==> config.mk <==
export PLATFORM = sky130hd
export DESIGN_NAME = mfc_front
export DESIGN_NICKNAME = d
export VERILOG_FILES = /design/src/rtl/core/mfc_pkg.sv /design/src/rtl/core/mfc_front.sv
export SDC_FILE = /design/constraint.sdc
export NUM_CORES = 1
export LEC_CHECK = 0
export BUFFER_PORTS_ARGS = -buffer_cell sky130_fd_sc_hd__buf_2
export CAP_MARGIN = 10
export CORE_MARGIN = 2
export CORE_UTILIZATION = 45
export CTS_CLUSTER_DIAMETER = 100
export CTS_CLUSTER_SIZE = 10
export DETAILED_ROUTE_END_ITERATION = 16
export GPL_ROUTABILITY_DRIVEN = 0
export GPL_TIMING_DRIVEN = 0
export MAX_ROUTING_LAYER = met4
export PLACE_DENSITY_LB_ADDON = 0.05
export SYNTH_ARGS = -nofsm -noshare
export SYNTH_HDL_FRONTEND = slang
export SYNTH_SLANG_ARGS = --single-unit
==> constraint.sdc <==
create_clock -name clk -period 5.1 [get_ports clk]
set_clock_uncertainty 0.1 [all_clocks]
set_input_delay 0.51 -clock clk [delete_from_list [all_inputs] [get_ports clk]]
set_output_delay 0.51 -clock clk [all_outputs]
set_load 0.02 [all_outputs]
==> src/rtl/core/mfc_pkg.sv <==
// shared types and constants of the multi-filter same-padded correlator
`timescale 1ns / 1ps

package mfc_pkg;

	// fixed field widths
	localparam int VAL_W   = 16;
	localparam int PROD_W  = 2 * VAL_W;
	localparam int SUM_W   = 36;
	localparam int POS_W   = 10;
	localparam int FCFG_W  = 3;
	localparam int TCFG_W  = 4;
	localparam int FIDX_W  = 2;
	localparam int TIDX_W  = 4;
	localparam int CFG_W   = 4;
	localparam int GRP_N   = 3;
	localparam int GRP_W   = PROD_W + 2;

	// job queue between front and back
	localparam int QUEUE_DEPTH = 4;

	// item kind
	typedef enum logic {
		KIND_COEF   = 1'b0,
		KIND_SAMPLE = 1'b1
	} kind_t;

	// configuration register indexes
	typedef enum logic {
		REG_FILTER_COUNT = 1'b0,
		REG_TAP_COUNT    = 1'b1
	} cfg_reg_t;

	// one queued job: a tap write or a run of output positions
	typedef struct packed {
		kind_t              kind;
		logic [FIDX_W-1:0]  fidx;
		logic [TIDX_W-1:0]  tidx;
		logic [VAL_W-1:0]   value;
		logic [FCFG_W-1:0]  f_last;
		logic [TCFG_W-1:0]  t_eff;
		logic [TCFG_W-1:0]  base0;
		logic [TCFG_W-1:0]  pos_last;
		logic [POS_W-1:0]   p0;
		logic [TCFG_W-1:0]  n_sat;
		logic               overrun;
	} job_t;

	// result tag carried along the arithmetic pipeline
	typedef struct packed {
		logic [FIDX_W-1:0]  filt;
		logic [POS_W-1:0]   pos;
		logic               overrun;
		logic               run_end;
	} res_meta_t;

endpackage

==> src/rtl/core/mfc_front.sv <==
// front end: configuration, sample window, position bookkeeping and job classification
`timescale 1ns / 1ps

module mfc_front import mfc_pkg::*; #(
	parameter int MAX_FILTERS = 4,
	parameter int MAX_TAPS    = 9,
	parameter int MAX_LENGTH  = 1024
) (
	input  logic                             clk,
	input  logic                             arst_n,
	input  logic                             cfg_we,
	input  logic                             cfg_index,
	input  logic [CFG_W-1:0]                 cfg_data,
	input  logic                             in_valid,
	output logic                             in_ready,
	input  logic                             kind,
	input  logic [FIDX_W-1:0]                filter_index,
	input  logic [TIDX_W-1:0]                tap_index,
	input  logic signed [VAL_W-1:0]          value,
	input  logic                             last,
	output logic                             q_push,
	output job_t                             q_job,
	output logic [MAX_TAPS-1:0][VAL_W-1:0]   q_win,
	input  logic                             q_full
);

	localparam int CNT_W = $clog2(MAX_LENGTH);
	localparam logic [CNT_W-1:0] LEN_LAST = CNT_W'(MAX_LENGTH - 1);

	logic [FCFG_W-1:0]               fcnt_q;
	logic [TCFG_W-1:0]               tcnt_q;
	logic [MAX_TAPS-1:0][VAL_W-1:0]  win_q;
	logic [CNT_W-1:0]                count_q;
	logic                            full_idx_q;
	logic                            overrun_q;

	logic                            accept;
	logic                            is_sample;
	logic                            slot_ok;
	logic [TCFG_W-1:0]               t_eff;
	logic [FCFG_W-1:0]               f_eff;
	logic [TCFG_W-1:0]               behind;
	logic [TCFG_W-1:0]               ahead;
	logic                            n_ge;
	logic                            at_end;
	logic [TCFG_W-1:0]               pos_last;
	logic [MAX_TAPS-1:0][VAL_W-1:0]  win_next;

	assign in_ready  = !q_full;
	assign accept    = in_valid && in_ready;
	assign is_sample = (kind == KIND_SAMPLE);
	assign slot_ok   = (int'(filter_index) < MAX_FILTERS) && (int'(tap_index) < MAX_TAPS);

	// clamp the configured counts into their legal ranges
	always_comb begin
		if (tcnt_q == '0) begin
			t_eff = TCFG_W'(1);
		end else if (int'(tcnt_q) > MAX_TAPS) begin
			t_eff = TCFG_W'(MAX_TAPS);
		end else begin
			t_eff = tcnt_q;
		end
		if (fcnt_q == '0) begin
			f_eff = FCFG_W'(1);
		end else if (int'(fcnt_q) > MAX_FILTERS) begin
			f_eff = FCFG_W'(MAX_FILTERS);
		end else begin
			f_eff = fcnt_q;
		end
	end

	assign behind = (t_eff - 1'b1) >> 1;
	assign ahead  = t_eff - 1'b1 - behind;
	assign n_ge   = int'(count_q) >= int'(ahead);
	assign at_end = (count_q == LEN_LAST);

	// window after the new sample shifts in
	always_comb begin
		win_next[0] = value;
		for (int i = 1; i < MAX_TAPS; i++) begin
			win_next[i] = win_q[i-1];
		end
	end

	// positions emitted by this sample: one normally, the whole tail on the last
	always_comb begin
		if (!last) begin
			pos_last = '0;
		end else if (n_ge) begin
			pos_last = ahead;
		end else begin
			pos_last = TCFG_W'(count_q);
		end
	end

	// job build
	always_comb begin
		q_job.kind     = is_sample ? KIND_SAMPLE : KIND_COEF;
		q_job.fidx     = filter_index;
		q_job.tidx     = tap_index;
		q_job.value    = value;
		q_job.f_last   = f_eff - 1'b1;
		q_job.t_eff    = t_eff;
		q_job.base0    = (last ? pos_last : ahead) + behind;
		q_job.pos_last = pos_last;
		q_job.p0       = n_ge ? POS_W'(count_q - CNT_W'(ahead)) : '0;
		q_job.n_sat    = (int'(count_q) > 15) ? TCFG_W'(15) : TCFG_W'(count_q);
		q_job.overrun  = overrun_q || full_idx_q;
		q_win          = win_next;
		q_push         = accept && (is_sample ? (last || n_ge) : slot_ok);
	end

	// configuration registers
	always_ff @(posedge clk or negedge arst_n) begin
		if (!arst_n) begin
			fcnt_q <= FCFG_W'(4);
			tcnt_q <= TCFG_W'(3);
		end else if (cfg_we) begin
			unique case (cfg_reg_t'(cfg_index))
				REG_FILTER_COUNT: begin
					fcnt_q <= cfg_data[FCFG_W-1:0];
				end
				REG_TAP_COUNT: begin
					tcnt_q <= cfg_data[TCFG_W-1:0];
				end
			endcase
		end
	end

	// window and vector length tracking
	always_ff @(posedge clk or negedge arst_n) begin
		if (!arst_n) begin
			win_q      <= '0;
			count_q    <= '0;
			full_idx_q <= 1'b0;
			overrun_q  <= 1'b0;
		end else if (accept && is_sample) begin
			if (last) begin
				win_q      <= '0;
				count_q    <= '0;
				full_idx_q <= 1'b0;
				overrun_q  <= 1'b0;
			end else begin
				win_q <= win_next;
				if (at_end) begin
					if (full_idx_q) begin
						overrun_q <= 1'b1;
					end else begin
						full_idx_q <= 1'b1;
					end
				end else begin
					count_q <= count_q + 1'b1;
				end
			end
		end
	end

endmodule

==> results.yml <==
outcome:
  status: "finished, final reports clean"
critical_path:
  reg2reg_from: "count_q[1]"
  reg2reg_depth: 6
  worstPathRequired_ns: 4.49
  worstSetupPathType: "reg -> out"
  arrival_ns: 4.40
  setup.worst_path.end_class: "output pin"
  ff2ff_setup_slack_ns: 2.73
  cp-endpoint: "q_job[22]"
  critPathLaunchType: "flop"
  critPathMaxFanout: 4
  crit_path_start: "tcnt_q[1]"
  worstReg2RegEnd: "count_q[9]"
synthesis:
  synth_area_leaders: "dfrtp_1, a22o_1, buf_4"
  synth_top_area_frac: 0.557
  syn_nets: 580
  synth_edf_count: 0
  ys_async_sr_fraction: 1.00
  synth_cell_types: 50
  ys_seq_area_frac: 0.569
  ys_ff_latch: 147
  syn_area_um2: 6470
  avgSynthCellArea_um2: 12.2
  ys_warn_count: 0
  synth_area_leader_cell: "dfrtp_1"
  syn-instance-count: 531
  ys.flop_type: "dfrtp_1"
sta:
  final-max-slew-violation-count: 0
  max_freq_mhz: 199
  max_slew_margin: 0.450
  period_minus_slack_ns: 5.01
  tightest_slew_ns: 0.818
  hold_viol: 0
  setup_viol: 0
  post-route-period-util: 0.983
layout:
  n_fill_cell: 1167
  drive_gt1_frac: 0.449
  final_cell_area_um2: 8750
  synthToLayoutAreaGrowth_pct: 35.1
  num-nets-final: 847
  finalNonFillerCells: 987
  diodes: 0
floorplanning:
  ioPinCount: 233
  die_h_um: 124
  core_um2: 14000
  rows: 43
  die_area_um2: 15400
  die_x_um: 124
  start_util: 0.463
power:
  vdd_drop_max_uv: 234
  switching_share: 0.332
  p_sw_w: 0.00123
  powerDensity_nw_per_um2: 422
  power_leakage_nw: 4.71
  p_comb_frac: 0.337
  clockPowerShare: 0.310
  p_seq_frac: 0.353
  power_w: 0.00369
  internal_power_w: 0.00246
global_routing:
  grt_pass1_wl_um: 25400
  antenna_found_initial: 0
  grt.overflow.total: 0
  grt_pass1_vias: 4888
  grtUsageTotal: 0.223
  grt_max_degree: 100
routing:
  antenna_left: 0
  drtPass1Iterations: 5
  finalWirelength_um: 16700
  drc: 0
  viasPerCell: 5.34
  wire_per_inst_um: 16.9
  initialDrtViolationCount: 237
  vias: 5267
placement:
  dp.cells: 941
  numPortBuffers: 229
  hpwl_um: 12400
  place_area_um2: 7880
clock_network:
  clockBufferDepth: 2
  path_clk_slew_ns: 0.06
  numCtsBuffers: 17
  root_buffer: "clkbuf_16"
  cts_sinks: 147
  clk_latency_ns: 0.41
  htree_levels: 4
  cts_tree: "done"
flow_run:
  maxCapViolCount: 0
min_path:
  hold_path.class: "in -> reg"
[per-layer routing]
metal	vias up	GRT usage	wire length (um)
li1	2482	-	-
met1	2544	0.294	7380
met2	220	0.338	7800
met3	21	0.0600	1220
met4	0	0.0758	266
met5	-	-	0
[sequential cells by signal, indices dropped and copies added (netlist names)]
register and flops:
tcnt_q 4, q_win 128, count_q 10, overrun_q 1
full_idx_q 1, fcnt_q 3
[final cells by class]
cell class | count | area, um2 | share of cell area
well taps | 180 | 225 | 0.0258
flip-flops and latches | 147 | 3680 | 0.421
inverters | 17 | 63.8 | 0.00730
clock inverters | 9 | 85.1 | 0.00973
multi-input cells | 290 | 2460 | 0.282
plain buffers | 76 | 444 | 0.0508
repair buffers | 249 | 1330 | 0.152
clock buffers | 19 | 453 | 0.0518
[per-stage QoR]
stage,setup TNS (ns),utilization,hold slack [ns],setup WS [ns]
floorplan,0,-,0.114,0.0944
CTS,0,0.615,0.207,0.0334
detailed placement,-0.630,0.563,0.380,-0.347
finish,0,0.625,0.223,0.0853
global route,-0.134,0.625,0.214,-0.0638
global placement,-0.327,0.561,0.366,-0.257
[synth_stat cells, types with 2 or more instances]
cell type  instances
a211oi_1           2
a21o_1             3
a21oi_1           11
a22o_1           128
a31oi_1            3
and3_1             5
buf_2              3
buf_4             39
clkbuf_1          32
dfrtp_1          144
dfstp_2            3
fa_1               2
ha_1              13
inv_1             16
mux2_2             7
mux2i_1            5
nand2_1           12
nand2b_1           7
nand3_1            4
nor2_1            23
nor2b_1            7
nor3_1             2
nor4_1             3
o21ai_0           12
o22ai_1            2
o31ai_1            2
o41ai_1            2
or2_2              4
or3_1              5
or4_1              2
xnor2_1            4
xor2_1             6
[worst max-delay path, cell delays in order, from the launching register on]
cell and delay (ns):
dfstp_2 0.56, nor2b_4 0.22, inv_1 0.11, ha_4 0.19, xor2_4 0.16, buf_4 0.16, ha_4 0.26, nor2_4 0.04
a21oi_4 0.12, xnor2_2 0.16, ha_4 0.26, nand4_1 0.14, nor2_4 0.07, nor4_4 0.32, mux2_4 0.36, ha_4 0.21
a21o_1 0.20, a21oi_2 0.16, xnor2_1 0.14, buf_4 0.16
[cell usage in the layout (no fill, tap or decap), types with 3 or more instances in the layout]
master	synthesis	layout
nand2_1	12	12
nor2_1	23	17
a22o_1	128	128
dfstp_2	3	3
a21oi_1	11	8
or2_2	4	4
nor2_4	0	4
nand3_1	4	4
dfrtp_1	144	144
and3_1	5	5
nor4_1	3	3
or3_1	5	5
buf_2	3	229
clkinv_2	0	4
clkbuf_16	0	17
nor2b_1	7	6
xnor2_1	4	3
inv_1	16	14
mux2i_1	5	5
xor2_1	6	5
a21o_1	3	3
buf_4	39	59
a31oi_1	3	3
clkinv_4	0	3
clkbuf_1	32	31
nand2b_1	7	6
ha_1	13	7
o21ai_0	12	11
ha_4	0	6
mux2_2	7	6
[worst min path at each step]
stage | start | slack, ns | end | depth (start not counted)
6_report | cfg_data[3] | 0.22 | tcnt_q[3] | 2
5_1_grt | cfg_data[3] | 0.21 | tcnt_q[3] | 2
4_1_cts | cfg_data[3] | 0.21 | tcnt_q[3] | 2
3_5_place_dp | arst_n | 0.38 | overrun_q | 1
3_3_place_gp | overrun_q | 0.37 | overrun_q | 2
2_1_floorplan | arst_n | 0.11 | count_q[0] | 0
[cell families (layout without fill, tap and decap cells)]
family | Yosys count | count (layout) | share of synthesized area
compound gates | 173 | 173 | 0.218
xor+xnor | 10 | 10 | 0.0135
fa+ha+maj | 15 | 15 | 0.0313
buf+inv | 94 | 370 | 0.0791
flops | 147 | 147 | 0.569
mux | 12 | 12 | 0.0199
simple gates | 80 | 80 | 0.0694
[power groups by stage]
stage / Combinational, W / Clock (W) / Sequential, W
after CTS: 0.00112 / 0.00116 / 0.00130
final: 0.00124 / 0.00114 / 0.00130
after floorplan: 0.000613 / 0 / 0.00137
after global placement: 0.000954 / 0 / 0.00131
after global routing: 0.00133 / 0.00122 / 0.00131
after detailed placement: 0.000975 / 0 / 0.00132
[timing repair]
item,in CTS,in global routing
gates resized for setup,19,17
pin swaps,9,13
hold buffers,1,0
endpoints found under the setup margin,13,3
setup buffers,12,6
cloned,0,0
endpoints found under the hold margin,45,0
Power figures use the tool's default switching activity.
