[src/rtl/core/mfc_pkg.sv]
// shared types and constants of the multi-filter same-padded correlator
`timescale 1ns / 1ps

package mfc_pkg;

	// fixed field widths
	localparam int VAL_W   = 16;
	localparam int PROD_W  = 2 * VAL_W;
	localparam int SUM_W   = 36;
	localparam int POS_W   = 10;
	localparam int FCFG_W  = 3;
	localparam int TCFG_W  = 4;
	localparam int FIDX_W  = 2;
	localparam int TIDX_W  = 4;
	localparam int CFG_W   = 4;
	localparam int GRP_N   = 3;
	localparam int GRP_W   = PROD_W + 2;

	// job queue between front and back
	localparam int QUEUE_DEPTH = 4;

	// item kind
	typedef enum logic {
		KIND_COEF   = 1'b0,
		KIND_SAMPLE = 1'b1
	} kind_t;

	// configuration register indexes
	typedef enum logic {
		REG_FILTER_COUNT = 1'b0,
		REG_TAP_COUNT    = 1'b1
	} cfg_reg_t;

	// one queued job: a tap write or a run of output positions
	typedef struct packed {
		kind_t              kind;
		logic [FIDX_W-1:0]  fidx;
		logic [TIDX_W-1:0]  tidx;
		logic [VAL_W-1:0]   value;
		logic [FCFG_W-1:0]  f_last;
		logic [TCFG_W-1:0]  t_eff;
		logic [TCFG_W-1:0]  base0;
		logic [TCFG_W-1:0]  pos_last;
		logic [POS_W-1:0]   p0;
		logic [TCFG_W-1:0]  n_sat;
		logic               overrun;
	} job_t;

	// result tag carried along the arithmetic pipeline
	typedef struct packed {
		logic [FIDX_W-1:0]  filt;
		logic [POS_W-1:0]   pos;
		logic               overrun;
		logic               run_end;
	} res_meta_t;

endpackage

[src/rtl/core/mfc_queue.sv]
// short job queue that decouples the classifying front from the compute back
`timescale 1ns / 1ps

module mfc_queue import mfc_pkg::*; #(
	parameter int TAPS = 9
) (
	input  logic                         clk,
	input  logic                         arst_n,
	input  logic                         push,
	input  job_t                         push_job,
	input  logic [TAPS-1:0][VAL_W-1:0]   push_win,
	output logic                         full,
	input  logic                         pop,
	output logic                         empty,
	output job_t                         head_job,
	output logic [TAPS-1:0][VAL_W-1:0]   head_win
);

	localparam int PTR_W = $clog2(QUEUE_DEPTH);
	localparam int CNT_W = $clog2(QUEUE_DEPTH + 1);

	job_t                        job_q [QUEUE_DEPTH];
	logic [TAPS-1:0][VAL_W-1:0]  win_q [QUEUE_DEPTH];
	logic [PTR_W-1:0]            wr_ptr_q;
	logic [PTR_W-1:0]            rd_ptr_q;
	logic [CNT_W-1:0]            count_q;

	// occupancy flags
	assign full     = (count_q == CNT_W'(QUEUE_DEPTH));
	assign empty    = (count_q == '0);
	assign head_job = job_q[rd_ptr_q];
	assign head_win = win_q[rd_ptr_q];

	// pointers and fill level
	always_ff @(posedge clk or negedge arst_n) begin
		if (!arst_n) begin
			wr_ptr_q <= '0;
			rd_ptr_q <= '0;
			count_q  <= '0;
		end else begin
			if (push) begin
				wr_ptr_q <= wr_ptr_q + 1'b1;
			end
			if (pop) begin
				rd_ptr_q <= rd_ptr_q + 1'b1;
			end
			if (push && !pop) begin
				count_q <= count_q + 1'b1;
			end else if (pop && !push) begin
				count_q <= count_q - 1'b1;
			end
		end
	end

	// entry storage
	always_ff @(posedge clk) begin
		if (push) begin
			job_q[wr_ptr_q] <= push_job;
			win_q[wr_ptr_q] <= push_win;
		end
	end

	a_no_push_full: assert property (@(posedge clk) disable iff (!arst_n)
		push |-> !full) else $error("job pushed into a full queue");

	a_no_pop_empty: assert property (@(posedge clk) disable iff (!arst_n)
		pop |-> !empty) else $error("job popped from an empty queue");

	a_count_bound: assert property (@(posedge clk) disable iff (!arst_n)
		count_q <= CNT_W'(QUEUE_DEPTH)) else $error("queue fill level out of range");

endmodule

[config.mk]
export PLATFORM = sky130hd
export DESIGN_NAME = mfc_queue
export DESIGN_NICKNAME = d
export VERILOG_FILES = /design/src/rtl/core/mfc_pkg.sv /design/src/rtl/core/mfc_queue.sv
export SDC_FILE = /design/constraint.sdc
export NUM_CORES = 1
export LEC_CHECK = 0
export ABC_CLOCK_PERIOD_IN_PS = 13500
export BUFFER_PORTS_ARGS = -buffer_cell sky130_fd_sc_hd__buf_2
export CORE_MARGIN = 4
export CORE_UTILIZATION = 61
export DETAILED_ROUTE_END_ITERATION = 16
export HOLD_SLACK_MARGIN = 0.02
export MAX_ROUTING_LAYER = met4
export PLACE_DENSITY_LB_ADDON = 0.2
export SETUP_SLACK_MARGIN = 0.2
export SLEW_MARGIN = 20
export SYNTH_ARGS = -nofsm -noshare
export SYNTH_HDL_FRONTEND = slang
export SYNTH_SLANG_ARGS = --single-unit
[constraint.sdc]
create_clock -name clk -period 13.5 [get_ports clk]
set_clock_uncertainty 0.15 [all_clocks]
set_input_delay 0.675 -clock clk [delete_from_list [all_inputs] [get_ports clk]]
set_output_delay 0.675 -clock clk [all_outputs]
set_load 0.05 [all_outputs]
==> out/metrics.cfg, run 1 <==
[status]
status=completed

[placed_design]
port_buffers=399
routabilityCongestion=0.776
hpwlAfterDp_mm=34.2
place_area_um2=31400
pre_cts_ws_ns=8.24

[routing]
routed_via_density=5.88
drtPass1Iterations=4
ant_nets=0
drt-initial-drc-count=949
post-route-drc-count=0
wirelength_mm=57.6
route.vias.total=12900
wire_per_inst_um=26.2

[clock_tree]
root_buffer=clkbuf_16
worstSkewPairLatency_ns=0.59
clockBufferDepth=3
cts_tree=yes
cts_inserted_buffers=78
cts_sinks=795
postCtsSetupRepairBufs=0
clk_pin_slew_ns=0.06
h-tree-depth=3

[critical_path]
startpoint_type=register
required_ns=12.68
arrival_ns=4.79
worstSetupEndpointType=primary output
path_max_fanout=46
crit_type=register to primary output

[power_and_ir_drop]
pwr_density_cell_nw_per_um2=256
peakVddDrop_mv=0.208
power_mw=8.63
p_leak_nw=11.5

[floorplan]
die_w_um=225
die_h_um=225
coreArea_um2=46600
num_rows=79
die-area_um2=50700
pin_count=400
initial_core_util=0.618

[grt]
first_global_vias=13600
grt_use_total=0.236
grt_pass1_wl_mm=85.9
grt_max_degree=71
gr-total-overflow=0
grt_antenna_before_repair=22

[final_layout]
final_cell_mix=edfxtp_1, buf_2, mux4_2, clkbuf_16
drive_gt1_frac=0.454
nets=1723
fillCellCount=2597
syn_to_final_growth_pct=17.2
final_common_cell=edfxtp_1
fin_area_um2=33700

[sta]
rsz0062_at_grt=false
period_minus_slack_ns=5.62
drv_slew=0
finalHoldViolCount=0
fin_crit_sh=0.416
relSlewSlack=0.304
finalWorstSetupSlack_ns=7.88
setup_tns_ns=0
setup_viol=0
max_freq_ghz=0.178
worst_pin_slew_ns=1.04

[min_path]
min_path_type=input pin to register

[yosys]
ys_ff_latch=795
yosys-top-cells-area=edfxtp_1, mux4_2, dfrtp_1, buf_6, buf_2
syn-instance-count=1063
yosysSeqAreaShare=0.828
synth_cell_types=19
syn_area_um2=28800
yosysWarnings=0
syn_nets=1270
syn_avg_cell_area_um2=27.1
synth_top_cell_by_area=edfxtp_1
netlist.area_leader.share=0.822

[job]
max_cap_viol_count=0

-- repair_timing --
action | in CTS | in global routing
gates resized for setup | 0 | 0
endpoints found under the hold margin | 7 | 0
hold buffers | 1 | 0
endpoints found under the setup margin | 0 | 0
-- final cells by class --
cell class	instances	area, µm²	area share
Clock inverter	33	224	0.00664
Tap cell	607	759	0.0225
Timing Repair Buffer	417	2130	0.0633
Sequential cell	795	23800	0.707
Clock buffer	100	2070	0.0612
Inverter	4	15.0	0.000445
Antenna cell	22	55.1	0.00163
Multi-Input combinational cell	220	4650	0.138
-- stage by stage --
step	instances	hold slack [ns]	utilization
floorplan	1063	0.229	-
global placement	2042	0.320	0.674
detailed placement	2042	0.343	0.674
CTS	2176	0.0991	0.724
global route	2197	0.0978	0.725
finish	2198	0.137	0.725
-- critical path, stage by stage, from the launching register on --
cell and delay, ns:
dfrtp_4 0.86, buf_4 0.76, buf_4 0.75, buf_4 0.85, mux4_2 0.62, buf_2 0.24
-- routing by layer --
| metal | up-vias | share of wire | track usage |
|---|---|---|---|
| li1 | 5566 | - | - |
| met1 | 6786 | 0.37 | 0.309 |
| met2 | 492 | 0.50 | 0.356 |
| met3 | 90 | 0.11 | 0.0946 |
| met4 | 0 | 0.022 | 0.0603 |
| met5 | - | 0 | - |
-- cells in the mapped netlist (all sizes together) --
| cell type | instances |
|---|---|
| xnor2 | 2 |
| nor2 | 1 |
| ha | 5 |
| buf | 38 |
| clkbuf | 6 |
| edfxtp | 788 |
| nand2 | 2 |
| and2 | 4 |
| mux4 | 197 |
| nor3 | 1 |
| o21ai | 1 |
| xor2 | 4 |
| fa | 1 |
| dfrtp | 7 |
| mux2 | 1 |
| inv | 4 |
| nor3b | 1 |
-- where the power goes --
part           total (mW)  switching (mW)  internal [mW]  leakage (nW)
logic                3.26            2.33          0.929          3.03
registers            3.41           0.174           3.23          7.32
clock network        1.97           0.837           1.13          1.11
total                8.63            3.34           5.29          11.5
-- flip-flops by register name, indices dropped and copies added, names as in the netlist --
register and flops:
count_q 3, wr_ptr_q 2, win_q 576, job_q 212, rd_ptr_q 2
-- path summary, 6_finish.rpt --
check | startpoint | to | slack (ns) | depth (start not counted)
max reg2reg | wr_ptr_q[1] | win_q[1][98] | 10.26 | 5
max | rd_ptr_q[0] | head_win[81] | 7.88 | 5
min in group asynchronous | arst_n | count_q[2] | 0.31 | 2
min reg2reg | count_q[2] | count_q[2] | 0.35 | 1
min | push_job[32] | job_q[2][32] | 0.14 | 1
max in group asynchronous | arst_n | rd_ptr_q[1] | 12.70 | 2
-- logic make-up after synthesis --
group,after synthesis,synth area share
buffers and inverters,48,0.0110
muxes,198,0.154
AOI/OAI and AO/OA,1,0.000174
and+or+nand+nor,9,0.00169
xor gates and xnor gates,6,0.00183
DFF,795,0.828
adders and majority gates,6,0.00287
(Power assumes the default switching activity.)
==> run 2: changes to the inputs <==
--- a/config.mk
+++ b/config.mk
@@ -5,10 +5,10 @@
 export SDC_FILE = /design/constraint.sdc
 export NUM_CORES = 1
 export LEC_CHECK = 0
-export ABC_CLOCK_PERIOD_IN_PS = 13500
+export ABC_CLOCK_PERIOD_IN_PS = 5700
 export BUFFER_PORTS_ARGS = -buffer_cell sky130_fd_sc_hd__buf_2
 export CORE_MARGIN = 4
-export CORE_UTILIZATION = 61
+export CORE_UTILIZATION = 57
 export DETAILED_ROUTE_END_ITERATION = 16
 export HOLD_SLACK_MARGIN = 0.02
 export MAX_ROUTING_LAYER = met4
==> constraint.sdc (replaced) <==
create_clock -name clk -period 5.7 [get_ports clk]
set_clock_uncertainty 0.15 [all_clocks]
set_input_delay 0.285 -clock clk [delete_from_list [all_inputs] [get_ports clk]]
set_output_delay 0.285 -clock clk [all_outputs]
set_load 0.05 [all_outputs]
==> out/metrics.cfg, run 2 (synthesized netlist as in run 1, its figures left out) <==
[status]
status=completed

[sta]
holdWs_ns=0.277  ; +0.140 ns
setup_tns_ns=0  ; unchanged
finalHoldViolCount=0  ; unchanged
drv_slew=0  ; unchanged
period_minus_slack_ns=3.51
worst_pin_slew_ns=0.984  ; -0.0600 ns
fin_crit_sh=0.615
rsz0062_at_grt=false
setup_viol=0  ; unchanged
max_freq_ghz=0.285
relSlewSlack=0.344  ; +0.0400

[critical_path]
startpoint_type=register
r2r_setup_slack_ns=2.99  ; -7.27 ns
timing.rr.end=win_q[0][71]
arrival_ns=3.07  ; -1.72 ns
r2r.worst_path.cells=4  ; -1
crit_type=register to primary output
worstSetupEndpointType=primary output
path_max_fanout=48  ; +4.3%
required_ns=5.27  ; -7.41 ns
r2r_start=wr_ptr_q[0]

[power_and_ir_drop]
p_leak_nw=12.4  ; +8.3%
combPwrFrac=0.378  ; about the same
power_mw=20.9  ; +140%
seqPwrFrac=0.384  ; -0.011
peakVddDrop_mv=0.474  ; +130%
switchingPower_mw=8.02  ; +140%
pwr_density_cell_nw_per_um2=579  ; +130%
power.share.clock=0.237  ; +0.009
switching_share=0.384  ; -0.00339
p_int_mw=12.9  ; +140%

[grt]
grt_max_degree=119  ; +68%
grt_pass1_wl_mm=88.3  ; +2.8%
grt_use_total=0.225  ; -0.0113
gr-total-overflow=0  ; unchanged
grt_antenna_before_repair=12  ; -45%
first_global_vias=14500  ; +6.1%

[final_layout]
final_cell_mix=edfxtp_1, buf_2, dlygate4sd3_1, mux4_2, clkbuf_16
nets=1921  ; +11%
drive_gt1_frac=0.409  ; -0.0450
largest_reg_flops=576  ; unchanged
fin_util=0.720  ; -0.00439
syn_to_final_growth_pct=25.3
regMostFlops=win_q
fin_area_um2=36100  ; +6.9%
final_common_cell=edfxtp_1
top_regs=win_q: 576 flops, job_q: 212 flops, count_q: 3 flops

[min_path]
worstHoldEndpoint=win_q[2][40]
hold_start=push_win[40]
min_path_type=input pin to register
hold_depth=2  ; +1

[clock_tree]
worstSkewPairLatency_ns=0.60  ; about the same
cts_sinks=795  ; unchanged
cts_inserted_buffers=78  ; unchanged
clk_pin_slew_ns=0.06  ; about the same
h-tree-depth=3  ; unchanged
cts_tree=yes
clockBufferDepth=3  ; unchanged
postCtsSetupRepairBufs=0  ; unchanged
root_buffer=clkbuf_16

[routing]
drtPass1Iterations=5  ; +1
drt-initial-drc-count=931  ; -1.9%
routed_via_density=5.60  ; -4.8%
route.vias.total=13800  ; +6.5%
wire_per_inst_um=23.8  ; -9.3%
wirelength_mm=58.5  ; +1.5%
ant_nets=0  ; unchanged
post-route-drc-count=0  ; unchanged

[placed_design]
place_area_um2=31500  ; +0.49%
routabilityCongestion=0.752  ; -3.1%
port_buffers=399  ; unchanged
hpwlAfterDp_mm=32.4  ; -5.2%

[floorplan]
pin_count=400  ; unchanged
initial_core_util=0.575  ; -0.0434
coreArea_um2=50100  ; +7.5%
die_w_um=233  ; +3.3%
num_rows=82  ; +3.8%
die-area_um2=54200  ; +6.8%
die_h_um=233  ; +3.3%

[job]
max_cap_viol_count=0  ; unchanged

[run 2: worst max path at each step]
| stage | start | end | slack (ns) | cells after the start |
|---|---|---|---|---|
| 2_1_floorplan | wr_ptr_q[0] | job_q[2][0] | 2.07 | 3 |
| 3_3_place_gp | rd_ptr_q[0] | head_win[23] | 2.72 | 3 |
| 3_5_place_dp | rd_ptr_q[0] | head_win[23] | 2.73 | 3 |
| 4_1_cts | rd_ptr_q[0] | head_win[23] | 2.05 | 3 |
| 5_1_grt | rd_ptr_q[0] | head_job[3] | 1.92 | 3 |
| 6_report | rd_ptr_q[0] | head_job[3] | 2.19 | 3 |
[run 2: power groups by stage]
| stage | registers (mW) | clock network, mW | logic [mW] |
|---|---|---|---|
| floorplan | 8.00 | 0 | 6.25 |
| global placement | 8.07 | 0 | 7.88 |
| detailed placement | 8.14 | 0 | 7.88 |
| CTS | 8.03 | 5.04 | 8.02 |
| global route | 8.13 | 5.32 | 8.27 |
| finish | 8.03 | 4.96 | 7.90 |
[run 2: final cells by class]
| cell class | instances | area [µm²] |
|---|---|---|
| timing repair buffer | 615 | 4210 |
| clock buffer | 99 | 2110 |
| sequential | 795 | 23800 |
| fill | 2929 | 14000 |
| clock inverter | 40 | 365 |
| inverter | 4 | 15.0 |
| tap | 672 | 841 |
| antenna | 14 | 35.0 |
| multi-input combinational | 220 | 4650 |
[run 2: repair_timing]
item | 4_1_cts | 5_1_grt
hold buffers | 201 | 0
setup endpoints to repair | 0 | 0
resized for setup | 0 | 0
endpoints found under the hold margin | 800 | 0
[run 2: worst max-delay path, cell delays in order (launching register included)]
cell     delay [ns]
dfrtp_4        1.08
buf_4          0.53
mux4_2         0.60
buf_2          0.23
[run 2: metal layers]
metal,global-route usage,vias up,wire (µm)
li1,-,5959,-
met1,0.307,7194,23300
met2,0.339,527,29200
met3,0.0612,97,4630
met4,0.0699,0,1380
met5,-,-,0
[run 2: metrics by stage]
stage / std cells / setup WS (ns)
floorplan: 1063 / 2.07
global placement: 2105 / 2.72
detailed placement: 2105 / 2.73
CTS: 2445 / 2.05
global route: 2458 / 1.92
finish: 2459 / 2.19
==> run 3: changes to the inputs <==
--- a/config.mk
+++ b/config.mk
@@ -5,10 +5,11 @@
 export SDC_FILE = /design/constraint.sdc
 export NUM_CORES = 1
 export LEC_CHECK = 0
-export ABC_CLOCK_PERIOD_IN_PS = 5700
+export ABC_AREA = 1
+export ABC_CLOCK_PERIOD_IN_PS = 3600
 export BUFFER_PORTS_ARGS = -buffer_cell sky130_fd_sc_hd__buf_2
 export CORE_MARGIN = 4
-export CORE_UTILIZATION = 57
+export CORE_UTILIZATION = 58
 export DETAILED_ROUTE_END_ITERATION = 16
 export HOLD_SLACK_MARGIN = 0.02
 export MAX_ROUTING_LAYER = met4
==> constraint.sdc (replaced) <==
create_clock -name clk -period 3.6 [get_ports clk]
set_clock_uncertainty 0.15 [all_clocks]
set_input_delay 0.18 -clock clk [delete_from_list [all_inputs] [get_ports clk]]
set_output_delay 0.18 -clock clk [all_outputs]
set_load 0.05 [all_outputs]
==> out/metrics.cfg, run 3 <==
[clock_tree]
cts_tree=yes
h-tree-depth=3  ; unchanged
root_buffer=clkbuf_16
post_cts_resized=0  ; unchanged
clockBufferDepth=3  ; unchanged
cts_inserted_buffers=78  ; unchanged
clk_pin_slew_ns=0.06  ; about the same
worstSkewPairLatency_ns=0.60  ; about the same
cts_sinks=795  ; unchanged

[yosys]
synth_common_cells=edfxtp_1, nand2_1, inv_1, o211ai_1, o211ai_2
synthFlopType=edfxtp_1
synth_cell_types=19  ; unchanged
synth_top_cell_by_area=edfxtp_1
post-synth-top-count-cell=edfxtp_1
syn_avg_cell_area_um2=13.6  ; -50%
syn_nets=2553  ; +100%
netlist.area_leader.share=0.740  ; -0.0820
yosys-top-cells-area=edfxtp_1, nand2_1, o211ai_1, inv_1, o211ai_2
yosysWarnings=0  ; unchanged
async_flop_share=0.00881  ; unchanged
syn-instance-count=2346  ; +120%
synth-edff-count=788  ; unchanged
ys_ff_latch=795  ; unchanged
syn_area_um2=32000  ; +11%
yosysSeqAreaShare=0.745  ; -0.0826

[critical_path]
crit_type=register to primary output
startpoint_type=register
path_common_cell=nand2_1
required_ns=3.27  ; -2.00 ns
path_max_fanout=56  ; +17%
worstSetupEndpointType=primary output
slowest_delay_ns=0.92  ; -0.16 ns
r2r_setup_slack_ns=1.15  ; -1.84 ns
slowest_stage=dfrtp_4
arrival_ns=2.79  ; -0.28 ns
cp_cell_sequence=buf_4 -> nand2_1 -> o211ai_1 -> nand2_1 -> buf_2

[sta]
holdWs_ns=0.169  ; -0.108 ns
period_minus_slack_ns=3.12
worst_pin_slew_ns=0.941  ; -0.0426 ns
rsz0062_at_grt=false
fin_crit_sh=0.868
drv_slew=0  ; unchanged
relSlewSlack=0.372  ; +0.0284
max_freq_ghz=0.320
setup_tns_ns=0  ; unchanged
setup_viol=0  ; unchanged
finalHoldViolCount=0  ; unchanged

[routing]
drtPass1Iterations=5  ; unchanged
post-route-drc-count=0  ; unchanged
wire_per_inst_um=19.0  ; -20%
drt-initial-drc-count=1183  ; +27%
routed_via_density=5.34  ; -4.6%
route.vias.total=19800  ; +44%
wirelength_mm=70.6  ; +21%
ant_nets=0  ; unchanged

[grt]
first_global_vias=20200  ; +39%
grt_max_degree=149  ; +25%
gr-total-overflow=0  ; unchanged
grt_antenna_before_repair=10  ; -2
grt_use_total=0.245  ; +0.0198
grt_pass1_wl_mm=111  ; +25%

[placed_design]
place_inst=3354  ; +59%
hpwlAfterDp_mm=40.3  ; +24%
port_buffers=399  ; unchanged
routabilityCongestion=0.778  ; +3.4%

[final_layout]
largest_reg_flops=576  ; unchanged
fin_util=0.722  ; +0.00118
syn_to_final_growth_pct=22.4
final_cell_mix=edfxtp_1, nand2_1, inv_1, buf_2, o211ai_1
final_common_cell=edfxtp_1
regMostFlops=win_q
nets=3146  ; +64%
finalNonFillerCells=3708  ; +51%
drive_gt1_frac=0.220  ; -0.189
top_regs=win_q: 576 flops, job_q: 212 flops, count_q: 3 flops
fillCellCount=3407  ; +16%

[status]
status=completed

[floorplan]
coreArea_um2=54200  ; +8.3%
die-area_um2=59000  ; +8.8%
initial_core_util=0.590  ; +0.0146
pin_count=400  ; unchanged
die_w_um=243  ; +4.3%
num_rows=85  ; +3.7%
die_h_um=243  ; +4.3%

[min_path]
min_path_type=input pin to register

[power_and_ir_drop]
power_mw=36.7  ; +76%
p_leak_nw=15.7  ; +27%
peakVddDrop_mv=0.936  ; +98%
pwr_density_cell_nw_per_um2=939  ; +62%

[job]
max_cap_viol_count=0  ; unchanged

-- run 3: layer usage --
layer	track usage	share of wire
met5	-	0
met3	0.0545	0.066
met2	0.412	0.51
met1	0.300	0.40
met4	0.0718	0.024
-- run 3: final timing paths --
kind / start / endpoint / cells past startpoint
max: rd_ptr_q[0] / head_job[10] / 5
min: push_win[0] / win_q[2][0] / 2
max reg2reg: wr_ptr_q[1] / win_q[0][100] / 6
min reg2reg: count_q[2] / count_q[2] / 2
max in group asynchronous: arst_n / rd_ptr_q[0] / 3
min in group asynchronous: arst_n / wr_ptr_q[0] / 3
-- run 3: power by group --
group | leakage [nW] | total (mW) | internal [mW] | switching, mW
clock network | 1.16 | 7.67 | 4.40 | 3.27
registers | 7.32 | 12.6 | 12.1 | 0.547
logic | 7.25 | 16.4 | 3.73 | 12.7
-- run 3: cell type report --
class / count / area [µm²] / share of cell area
Multi-Input combinational cell: 1013 / 5890 / 0.150
Sequential cell: 795 / 23800 / 0.609
Clock buffer: 99 / 2090 / 0.0535
Antenna cell: 13 / 32.5 / 0.000831
Inverter: 406 / 1550 / 0.0395
Clock inverter: 41 / 315 / 0.00806
Timing Repair Buffer: 645 / 4550 / 0.116
Tap cell: 696 / 871 / 0.0222
-- run 3: kinds of logic after synthesis --
| logic type | Yosys count | synth area share |
|---|---|---|
| XOR/XNOR | 4 | 0.00110 |
| AO/OA/AOI/OAI | 395 | 0.108 |
| AND/OR/NAND/NOR | 608 | 0.0715 |
| adder cells (fa/ha/maj) | 6 | 0.00258 |
| flip-flops | 795 | 0.745 |
| buffers and inverters | 538 | 0.0712 |
-- run 3: repair_timing --
action / in CTS / in global routing
setup buffers: 0 / 0
hold endpoints to repair: 802 / 0
hold buffers: 201 / 0
-- run 3: metrics by stage --
stage	instance area [µm²]	setup WS (ns)
floorplan	32000	-0.556
global placement	34700	1.18
detailed placement	34700	1.14
CTS	39100	0.438
global route	39100	0.317
finish	39100	0.476
-- run 3: worst max-delay path, delay by kind of cell, from the launching register on --
| family | cells | cell delay, ns |
|---|---|---|
| DFF | 1 | 0.92 |
| AOI/OAI and AO/OA | 1 | 0.13 |
| buffers and inverters | 2 | 0.80 |
| and+or+nand+nor | 2 | 0.28 |
